===== src/rtl/rafrp_pkg.sv =====
// ----------------------------------------------------------------------------
// rafrp_pkg
// Constants for the radio API frame receive parser: frame delimiter,
// decoded API identifiers, result kind codes and the body position limit.
// ----------------------------------------------------------------------------
`default_nettype none

package rafrp_pkg;

    // frame delimiter and checksum base
    localparam logic [7:0] START_BYTE = 8'h7E;
    localparam logic [7:0] CSUM_BASE  = 8'hFF;

    // decoded API identifiers
    localparam logic [7:0] ID_RX16   = 8'h80;
    localparam logic [7:0] ID_RX48   = 8'h81;
    localparam logic [7:0] ID_ATRESP = 8'h88;
    localparam logic [7:0] ID_TXSTAT = 8'h89;

    // result kinds
    typedef logic [1:0] kind_t;
    localparam kind_t KIND_DATA   = 2'd0;
    localparam kind_t KIND_RX_END = 2'd1;
    localparam kind_t KIND_AT_END = 2'd2;
    localparam kind_t KIND_TX_END = 2'd3;

    // body position saturation limit
    localparam logic [3:0] POS_MAX = 4'd15;

endpackage

`default_nettype wire


===== src/rtl/radio_api_frame_receive_parser_top.sv =====
// ----------------------------------------------------------------------------
// radio_api_frame_receive_parser_top
// Receive-side API frame parser: one serial byte in, at most one result out.
// ----------------------------------------------------------------------------
// usage
//   s_ channel: one received serial byte per word (s_rx_byte)
//   m_ channel: one result word per data byte or per frame end; kind tells
//     which fields carry meaning, all other fields read as zero
//   each accepted byte is parsed in the cycle it is accepted; its result, if
//     any, is registered and appears on the m_ side in the next cycle
//   throughput: one byte per cycle, sustained, while the receiver keeps up
//   the parser state and the single output register are the only storage;
//     s_ready is high whenever the output register is empty or being drained
//   receiver stall: a waiting result holds in the output register and s_ready
//     drops, so no further byte is taken until the result is accepted
//   reset (aresetn low, synchronous): output register empty, parser hunts for
//     the start byte, running sum and all held header fields clear to zero
//   bytes that produce no result (header bytes, unknown ids, hunting) are
//     still taken one per cycle while s_ready is high and leave the m_ side empty
// ----------------------------------------------------------------------------
`default_nettype none

module radio_api_frame_receive_parser_top (
    input  wire logic        aclk,
    input  wire logic        aresetn,
    // received byte stream
    input  wire logic        s_valid,
    output logic             s_ready,
    input  wire logic [7:0]  s_rx_byte,
    // parsed results
    output logic             m_valid,
    input  wire logic        m_ready,
    output logic [1:0]       m_kind,
    output logic [7:0]       m_data_byte,
    output logic [7:0]       m_fid,
    output logic [47:0]      m_src_addr,
    output logic             m_long_address,
    output logic [7:0]       m_rssi,
    output logic [7:0]       m_options,
    output logic [15:0]      m_at_command,
    output logic [7:0]       m_status,
    output logic             m_checksum_ok
);

    // parser phases
    localparam logic [2:0] PH_HUNT   = 3'd0;
    localparam logic [2:0] PH_LEN_HI = 3'd1;
    localparam logic [2:0] PH_LEN_LO = 3'd2;
    localparam logic [2:0] PH_API    = 3'd3;
    localparam logic [2:0] PH_BODY   = 3'd4;
    localparam logic [2:0] PH_CSUM   = 3'd5;

    // parser state
    logic [2:0]  phase_reg,     phase_next;
    logic [15:0] bytes_left_reg, bytes_left_next;
    logic [3:0]  body_pos_reg,  body_pos_next;
    logic [7:0]  sum_reg,       sum_next;
    logic [7:0]  api_id_reg,    api_id_next;
    logic [7:0]  fid_reg,       fid_next;
    logic [47:0] address_reg,   address_next;
    logic [7:0]  rssi_reg,      rssi_next;
    logic [7:0]  options_reg,   options_next;
    logic [15:0] command_reg,   command_next;
    logic [7:0]  status_reg,    status_next;

    // output register
    logic        out_valid_reg;
    logic [1:0]  out_kind_reg;
    logic [7:0]  out_data_reg;
    logic [7:0]  out_fid_reg;
    logic [47:0] out_address_reg;
    logic        out_long_reg;
    logic [7:0]  out_rssi_reg;
    logic [7:0]  out_options_reg;
    logic [15:0] out_command_reg;
    logic [7:0]  out_status_reg;
    logic        out_ok_reg;

    // result of the byte being accepted
    logic        res_valid;
    logic [1:0]  res_kind;
    logic [7:0]  res_data;
    logic [7:0]  res_fid;
    logic [47:0] res_address;
    logic        res_long;
    logic [7:0]  res_rssi;
    logic [7:0]  res_options;
    logic [15:0] res_command;
    logic [7:0]  res_status;
    logic        res_ok;

    logic        accept;
    logic        is_rx;
    logic        is_long;
    logic [3:0]  addr_len;
    logic [15:0] bytes_left_dec;
    logic [7:0]  sum_add;
    logic        csum_match;

    // output register can take a new word when empty or being drained
    assign s_ready = !out_valid_reg || m_ready;
    assign accept  = s_valid && s_ready;

    assign is_long        = (api_id_reg == rafrp_pkg::ID_RX48);
    assign is_rx          = (api_id_reg == rafrp_pkg::ID_RX16) || is_long;
    assign addr_len       = is_long ? 4'd6 : 4'd2;
    assign bytes_left_dec = bytes_left_reg - 16'd1;
    assign sum_add        = sum_reg + s_rx_byte;
    assign csum_match     = ((rafrp_pkg::CSUM_BASE - sum_reg) == s_rx_byte);

    always_comb begin
        phase_next      = phase_reg;
        bytes_left_next = bytes_left_reg;
        body_pos_next   = body_pos_reg;
        sum_next        = sum_reg;
        api_id_next     = api_id_reg;
        fid_next        = fid_reg;
        address_next    = address_reg;
        rssi_next       = rssi_reg;
        options_next    = options_reg;
        command_next    = command_reg;
        status_next     = status_reg;

        res_valid    = 1'b0;
        res_kind     = rafrp_pkg::KIND_DATA;
        res_data     = 8'd0;
        res_fid      = 8'd0;
        res_address  = 48'd0;
        res_long     = 1'b0;
        res_rssi     = 8'd0;
        res_options  = 8'd0;
        res_command  = 16'd0;
        res_status   = 8'd0;
        res_ok       = 1'b0;

        unique case (phase_reg)
            PH_LEN_HI: begin
                bytes_left_next = {s_rx_byte, 8'd0};
                phase_next      = PH_LEN_LO;
            end
            PH_LEN_LO: begin
                bytes_left_next = {bytes_left_reg[15:8], s_rx_byte};
                sum_next        = 8'd0;
                api_id_next     = 8'd0;
                phase_next      = ({bytes_left_reg[15:8], s_rx_byte} == 16'd0)
                                  ? PH_CSUM : PH_API;
            end
            PH_API: begin
                api_id_next     = s_rx_byte;
                sum_next        = s_rx_byte;
                body_pos_next   = 4'd0;
                fid_next        = 8'd0;
                address_next    = 48'd0;
                rssi_next       = 8'd0;
                options_next    = 8'd0;
                command_next    = 16'd0;
                status_next     = 8'd0;
                bytes_left_next = bytes_left_dec;
                phase_next      = (bytes_left_dec == 16'd0) ? PH_CSUM : PH_BODY;
            end
            PH_BODY: begin
                sum_next = sum_add;
                if (is_rx) begin
                    if (body_pos_reg == 4'd0) begin
                        fid_next = s_rx_byte;
                    end else if (body_pos_reg <= addr_len) begin
                        address_next = {address_reg[39:0], s_rx_byte};
                    end else if (body_pos_reg == addr_len + 4'd1) begin
                        rssi_next = s_rx_byte;
                    end else if (body_pos_reg == addr_len + 4'd2) begin
                        options_next = s_rx_byte;
                    end else begin
                        res_valid = 1'b1;
                    end
                end else if (api_id_reg == rafrp_pkg::ID_ATRESP) begin
                    if (body_pos_reg == 4'd0) begin
                        fid_next = s_rx_byte;
                    end else if (body_pos_reg == 4'd1) begin
                        command_next = {s_rx_byte, command_reg[7:0]};
                    end else if (body_pos_reg == 4'd2) begin
                        command_next = {command_reg[15:8], s_rx_byte};
                    end else if (body_pos_reg == 4'd3) begin
                        status_next = s_rx_byte;
                    end else begin
                        res_valid = 1'b1;
                    end
                end else if (api_id_reg == rafrp_pkg::ID_TXSTAT) begin
                    if (body_pos_reg == 4'd0) begin
                        fid_next = s_rx_byte;
                    end else if (body_pos_reg == 4'd1) begin
                        status_next = s_rx_byte;
                    end
                end
                // data bytes carry only the byte itself
                if (res_valid) begin
                    res_data = s_rx_byte;
                end
                if (body_pos_reg != rafrp_pkg::POS_MAX) begin
                    body_pos_next = body_pos_reg + 4'd1;
                end
                bytes_left_next = bytes_left_dec;
                if (bytes_left_dec == 16'd0) begin
                    phase_next = PH_CSUM;
                end
            end
            PH_CSUM: begin
                if (is_rx) begin
                    res_valid   = 1'b1;
                    res_kind    = rafrp_pkg::KIND_RX_END;
                    res_address = address_reg;
                    res_long    = is_long;
                    res_rssi    = rssi_reg;
                    res_options = options_reg;
                end else if (api_id_reg == rafrp_pkg::ID_ATRESP) begin
                    res_valid   = 1'b1;
                    res_kind    = rafrp_pkg::KIND_AT_END;
                    res_command = command_reg;
                    res_status  = status_reg;
                end else if (api_id_reg == rafrp_pkg::ID_TXSTAT) begin
                    res_valid   = 1'b1;
                    res_kind    = rafrp_pkg::KIND_TX_END;
                    res_status  = status_reg;
                end
                if (res_valid) begin
                    res_fid = fid_reg;
                    res_ok  = csum_match;
                end
                phase_next = PH_HUNT;
            end
            default: begin
                // hunting: only the delimiter starts a frame
                phase_next = (s_rx_byte == rafrp_pkg::START_BYTE) ? PH_LEN_HI : PH_HUNT;
            end
        endcase
    end

    // parser state update
    always_ff @(posedge aclk) begin
        if (!aresetn) begin
            phase_reg      <= PH_HUNT;
            bytes_left_reg <= 16'd0;
            body_pos_reg   <= 4'd0;
            sum_reg        <= 8'd0;
            api_id_reg     <= 8'd0;
            fid_reg        <= 8'd0;
            address_reg    <= 48'd0;
            rssi_reg       <= 8'd0;
            options_reg    <= 8'd0;
            command_reg    <= 16'd0;
            status_reg     <= 8'd0;
        end else if (accept) begin
            phase_reg      <= phase_next;
            bytes_left_reg <= bytes_left_next;
            body_pos_reg   <= body_pos_next;
            sum_reg        <= sum_next;
            api_id_reg     <= api_id_next;
            fid_reg        <= fid_next;
            address_reg    <= address_next;
            rssi_reg       <= rssi_next;
            options_reg    <= options_next;
            command_reg    <= command_next;
            status_reg     <= status_next;
        end
    end

    // output register valid
    always_ff @(posedge aclk) begin
        if (!aresetn) begin
            out_valid_reg <= 1'b0;
        end else if (accept) begin
            out_valid_reg <= res_valid;
        end else if (m_ready) begin
            out_valid_reg <= 1'b0;
        end
    end

    // output register payload
    always_ff @(posedge aclk) begin
        if (accept && res_valid) begin
            out_kind_reg     <= res_kind;
            out_data_reg     <= res_data;
            out_fid_reg      <= res_fid;
            out_address_reg  <= res_address;
            out_long_reg     <= res_long;
            out_rssi_reg     <= res_rssi;
            out_options_reg  <= res_options;
            out_command_reg  <= res_command;
            out_status_reg   <= res_status;
            out_ok_reg       <= res_ok;
        end
    end

    assign m_valid          = out_valid_reg;
    assign m_kind           = out_kind_reg;
    assign m_data_byte      = out_data_reg;
    assign m_fid            = out_fid_reg;
    assign m_src_addr       = out_address_reg;
    assign m_long_address   = out_long_reg;
    assign m_rssi           = out_rssi_reg;
    assign m_options        = out_options_reg;
    assign m_at_command     = out_command_reg;
    assign m_status         = out_status_reg;
    assign m_checksum_ok    = out_ok_reg;

`ifndef SYNTHESIS
    // hunting never yields a result word
    a_hunt_silent: assert property (@(posedge aclk) disable iff (!aresetn)
        (s_valid && s_ready && phase_reg == PH_HUNT) |=> !m_valid)
        else $error("result produced while hunting for start byte");

    // length bytes never yield a result word
    a_len_silent: assert property (@(posedge aclk) disable iff (!aresetn)
        (s_valid && s_ready && (phase_reg == PH_LEN_HI || phase_reg == PH_LEN_LO))
        |=> !m_valid)
        else $error("result produced on a length byte");

    // checksum byte always returns the parser to hunting
    a_csum_to_hunt: assert property (@(posedge aclk) disable iff (!aresetn)
        (s_valid && s_ready && phase_reg == PH_CSUM) |=> (phase_reg == PH_HUNT))
        else $error("parser did not return to hunting after checksum byte");

    // long address flag only on a receive packet end
    a_long_kind: assert property (@(posedge aclk) disable iff (!aresetn)
        (m_valid && m_long_address) |-> (m_kind == rafrp_pkg::KIND_RX_END))
        else $error("long address flag on a non-receive result");
`endif

endmodule

`default_nettype wire

===== config.mk =====
export PLATFORM = sky130hd
export DESIGN_NAME = radio_api_frame_receive_parser_top
export DESIGN_NICKNAME = d
export VERILOG_FILES = /design/src/rtl/rafrp_pkg.sv /design/src/rtl/radio_api_frame_receive_parser_top.sv
export SDC_FILE = /design/constraint.sdc
export NUM_CORES = 1
export LEC_CHECK = 0
export BUFFER_PORTS_ARGS = -buffer_cell sky130_fd_sc_hd__buf_2
export CAP_MARGIN = 25
export CORE_AREA = 2 2 148 150
export DETAILED_ROUTE_END_ITERATION = 7
export DIE_AREA = 0 0 150 152
export PLACE_DENSITY = 0.69
export SLEW_MARGIN = 20
export SYNTH_ARGS = -nofsm -noshare
export SYNTH_HDL_FRONTEND = slang
export SYNTH_SLANG_ARGS = --single-unit

===== constraint.sdc =====
create_clock -name aclk -period 18.5 [get_ports aclk]
set_input_delay 1.85 -clock aclk [delete_from_list [all_inputs] [get_ports aclk]]
set_output_delay 1.85 -clock aclk [all_outputs]
set_load 0.1 [all_outputs]

---- Yosys cells after proc, flatten, opt, wreduce, memory -nomap -nowiden ----
Cells that the tools add are included.
word-level totals
  register bits ........................... 244
  input bits .............................. 12
  output and inout bits ................... 110
  logic and storage cells ................. 177
operators by class
  add/subtract/negate cells ............... 6
  order comparisons ....................... 1
  equal/unequal tests ..................... 39
  muxes and demuxes ....................... 70
  bitwise operators ....................... 3
  reductions and logical operators ........ 33
operator list
  kind                                                 count
  two-way mux 8 bit                                    25
  two-way mux 48 bit                                   3
  one-hot mux 48 bit (2 select lines)                  1
  one-hot mux 8 bit (2 select lines)                   5
  two-way mux 16 bit                                   4
  one-hot mux 16 bit (3 select lines)                  1
  == test 8 bit (second input constant)                4
  logical NOT 16 bit                                   2
  one-hot mux 16 bit (2 select lines)                  1
  != test 2 bit (second input constant)                14
  one-hot mux 8 bit (3 select lines)                   1
  != test 3 bit (second input constant)                7
  two-way mux 1 bit                                    20
  subtractor 16 x 1 -> 16 bit (second input constant)  1
  one-hot mux 3 bit (5 select lines)                   1
  AND reduction 2 bit                                  7
  AND reduction 7 bit                                  2
  AND reduction 6 bit                                  2
  AND reduction 10 bit                                 1
  two-way mux 3 bit                                    3
  AND reduction 3 bit                                  3
  adder 8 bit                                          1
  == test 4 x 2 -> 1 bit (second input constant)       2
  == test 4 bit                                        2
  26 further kinds                                     39

---- Longest topological paths before layout ----
  depth after elaboration ................. 12
  depth in mapped cells ................... 12
  mapped depth without buffers ............ 9

---- Least setup slack after synthesis ----
Ideal clock, no wire load.
  kind .................................... input to register
  start point ............................. input m_ready
  end point ............................... register out_command_reg[0] (netlist: m_at_command[0]), enable pin
  setup time .............................. 0.768 ns
  data arrival time ....................... 11.123 ns
  required time ........................... 17.732 ns
  setup slack ............................. 6.608 ns
  stages .................................. 4
  buffers on the path ..................... 0
  path through ............................ nor2b_1 inv_1 nand2_1 a311oi_1
on the way
  longest elaborated chain between the ends .. 3
RTL lines
  item                  line                                       text
  from (decl)           radio_api_frame_receive_parser_top.sv:32   input wire logic m_ready,
  logical OR 1 bit      radio_api_frame_receive_parser_top.sv:101  assign s_ready = !out_valid_reg || m_ready;
  named net s_ready     radio_api_frame_receive_parser_top.sv:28   output logic s_ready,
  logical AND 1 bit     radio_api_frame_receive_parser_top.sv:102  assign accept = s_valid && s_ready;
  logical AND 1 bit     radio_api_frame_receive_parser_top.sv:279  if (accept && res_valid) begin
  to (signal assigned)  radio_api_frame_receive_parser_top.sv:287  out_command_reg <= res_command;
  to (decl)             radio_api_frame_receive_parser_top.sv:75   logic [15:0] out_command_reg;
The timed path passes the listed nets, and every way through them passes these cells.
A chain may end at the register's enable or synchronous reset.

---- Worst setup path after layout ----
  start point ............................. input m_ready
  end point ............................... output s_ready
on the way
  longest elaborated chain between the ends .. 1
RTL lines
  item              line
  logical OR 1 bit  radio_api_frame_receive_parser_top.sv:101
  to (decl)         radio_api_frame_receive_parser_top.sv:28
No other way between the ends.

==> qor.log <==
[run_status] run status finished, final reports clean
[final_layout] layout cells sized above 1 17.83%
[final_layout] Syn-to-layout area delta 15.97%
[logic_synthesis] post-synthesis share of cell area spent on full adders, half adders and majority gates 2.219%
[logic_synthesis] main combinational cell family by area after synthesis simple AND/OR/NAND/NOR gates
[setup_path] data required time of the worst path 16650 ps
[logic_synthesis] post-synthesis cell type count 73
[logic_synthesis] Syn. warnings 0
[setup_path] arrival time worst endpoint 2820 ps
[global_route] global-route usage over all layers 21.33%
[drt] drt total wl 24.79 mm
[drt] number of design rule violations left after detail routing 0
[timing] Worst Slack Setup Final 13830 ps
[logic_synthesis] post-synthesis share of cell area spent on and, or, nand and nor gates 18.18%
[floorplanning] Die ar. 0.02280 sq mm
[run] number of maximum-capacitance constraint violations 0
[logic_synthesis] cell count after synthesis 951
[pwr] VDD IR-drop max 0.00005582 V
[clock_tree] clock root buffer clkbuf_16
[timing] Slew Viols, Final 0
[timing] Hold Worst Slack 455.1 ps
[timing] final clock skew 14.35 ps
[global_route] maximum number of pins on one net before global-route repair 65
[clock_tree] clock transition at the register clock pins on the worst setup and hold paths after CTS 60 ps
[floorplanning] Die X 150 um
[place] routability cong. 0.9110
[setup_path] kind of end point of the critical path output port
[timing] fmax 214.3 MHz
[clock_tree] count of buffers added by post-CTS timing repair for setup 0
[timing] setup TNS 0 ps
[pwr] cell area power density 93.77 mW/mm^2
[clock_tree] CTS sink count 244
[setup_path] peak fanout along the critical path 6
[logic_synthesis] XOR/XNOR share of the synthesized area 1.097%
[logic_synthesis] synth top area cells edfxtp_1 31%, dfxtp_1 26%, and2_1 6.0%
[floorplanning] core region area 0.02135 sq mm
[timing] Final Cycle Share 25.23%
[place] IO buf count 121
[drt] detailed-route wire length per cell 18.50 um
[timing] Slew HR 34.03%
[logic_synthesis] part of the Yosys area used for sequential elements 57.49%
[timing] RSZ-0062 raised after global routing false
[logic_synthesis] dominant synthesized flop cell dfxtp_1
[global_route] total congestion overflow after global routing 0
[global_route] antenna violations before repair 0
[logic_synthesis] most numerous cell in the Yosys netlist dfxtp_1
[logic_synthesis] average instance area after synthesis 10.91 sq um
[floorplanning] I/O pins 122
[drt] post-route ant nets 0
[timing] min cycle time layout 4667 ps
[clock_tree] number of clock buffers inserted by TritonCTS 25
[pwr] leak pwr 4.428 nW
[drt] number of optimization iterations in the first detailed-route pass 5
[logic_synthesis] Post-Synthesis Cell Area 0.01038 sq mm
[clock_tree] clock insertion delay at the later pin of the skew report 520 ps
[final_layout] number of nets at the end of the flow 1070
[place] detailed placer's ending HPWL 15.52 mm
[setup_path] Worst setup SP type primary input
[floorplanning] Rows 54
[logic_synthesis] share of Yosys cell area claimed by the top area cell type 31.26%
[setup_path] start-to-end type of the worst setup path primary input to output port
[drt] routed via count divided by cell count 5.764
[clock_tree] total of hold buffers inserted after clock tree synthesis 0
[final_layout] final-layout fill cell count 1853
[logic_synthesis] async set-or-reset flop fraction in the synthesized netlist 0%
[final_layout] area occupied by registers 0.005966 sq mm
[global_route] global-route wire length before repair 39.42 mm
[floorplanning] starting utilization of the core area 48.60%
[place] placement-stage worst setup slack 13850 ps
[worst_hold_path] class of the worst hold path flip-flop to flip-flop
[timing] final setup violating endpoints 0
[logic_synthesis] number of enable-type register cells in the synthesized netlist 108
[clock_tree] maximum clock insertion buffer count 3
[timing] Worst Tran Pin Value 982.0 ps
[final_layout] area of the multi-input gates 0.004070 sq mm
[clock_tree] post-cts gate resize count 0
[drt] via total after detailed routing 7724
[floorplanning] Die H 152 um
[logic_synthesis] share of the synthesized area in compound gates (AO/OA/AOI/OAI) 15.63%
[clock_tree] TritonCTS clock tree done
[global_route] number of global-route vias before repair 7331
[timing] final hold violations 0
[logic_synthesis] number of nets produced by synthesis 980
[drt] Iteration-0 DRC Markers 625
[logic_synthesis] count of state elements after synthesis 244
[logic_synthesis] multiplexer area fraction after synthesis 1.652%
[logic_synthesis] most numerous cell types in the synthesized netlist 136 x dfxtp_1, 108 x edfxtp_1, 100 x and2_1
[logic_synthesis] post-synth top area cell edfxtp_1
[final_layout] Diodes inserted 0
[clock_tree] H-tree level count 1
-- worst paths after layout --
kind | from | endpoint | slack, ps | cells past startpoint
setup / recovery | m_ready | s_ready | 13830 | 4
hold reg to reg | command_reg[14] | command_reg[14] | 460 | 2
setup reg to reg | api_id_reg[1] | m_options[5] | 14210 | 10
hold / removal | command_reg[14] | command_reg[14] | 460 | 2
-- worst max-delay path, cell delays in order --
cell and delay [ps]:
buf_2 90, nor2b_1 330, inv_1 200, buf_2 340
-- routing by layer --
layer	vias to the layer above	GRT usage, %	share of wire [%]
li1	3689	-	-
met5	-	0	0
met1	3703	30.46	45
met4	0	7.233	2.5
met3	50	3.213	6.6
met2	282	33.29	46
-- placed cells by master (no fill, tap or decap), types with 5 or more instances in the layout --
cell       count
edfxtp_1     108
a221oi_1       8
o21ai_0       45
xor2_1         5
inv_1         21
mux2i_1       16
dfxtp_1      136
nand2_1       42
a211oi_1       5
ha_1          16
clkbuf_16     27
clkbuf_1       5
nand4_1       18
a21oi_1       57
a22o_1        57
xnor2_1        8
buf_2        122
o211ai_1       5
a22oi_1        6
nor3_1        19
nor4_1        12
nand2b_1      12
buf_4          8
and2_1       100
a31oi_1        6
nand3_1       48
nor2_1        35
and3_1        11
nor2b_1        6
-- power breakdown --
| group | internal, mW | switching, mW |
|---|---|---|
| clock network | 0.307 | 0.207 |
| registers | 0.560 | 0.00389 |
| logic | 0.0166 | 0.0337 |
-- through the flow --
stage | cell area (sq um) | util (%) | cells | total power [mW]
6_report | 12030 | 56.36 | 1340 | 1.128
5_1_grt | 12030 | 56.36 | 1340 | 1.162
4_1_cts | 12010 | 56.26 | 1338 | 1.135
3_5_place_dp | 11150 | 52.24 | 1292 | 0.6244
3_3_place_gp | 11120 | 52.09 | 1290 | 0.6234
2_1_floorplan | 10380 | - | 951 | 0.6101
-- logic make-up after synthesis --
logic type	count (synthesis)
mux	17
buf+inv	91
xor+xnor	13
flops	244
compound gates	233
fa+ha+maj	18
simple gates	335
-- layout make-up --
type | instances | share of cell area, %
Sequential cell | 244 | 49.58
Inverter | 22 | 0.6863
Tap cell | 280 | 2.912
Timing Repair Buffer | 132 | 5.865
Clock inverter | 11 | 1.019
Multi-Input combinational cell | 616 | 33.83
Clock buffer | 35 | 6.114
No activity file was read; power rests on OpenSTA's default activity.
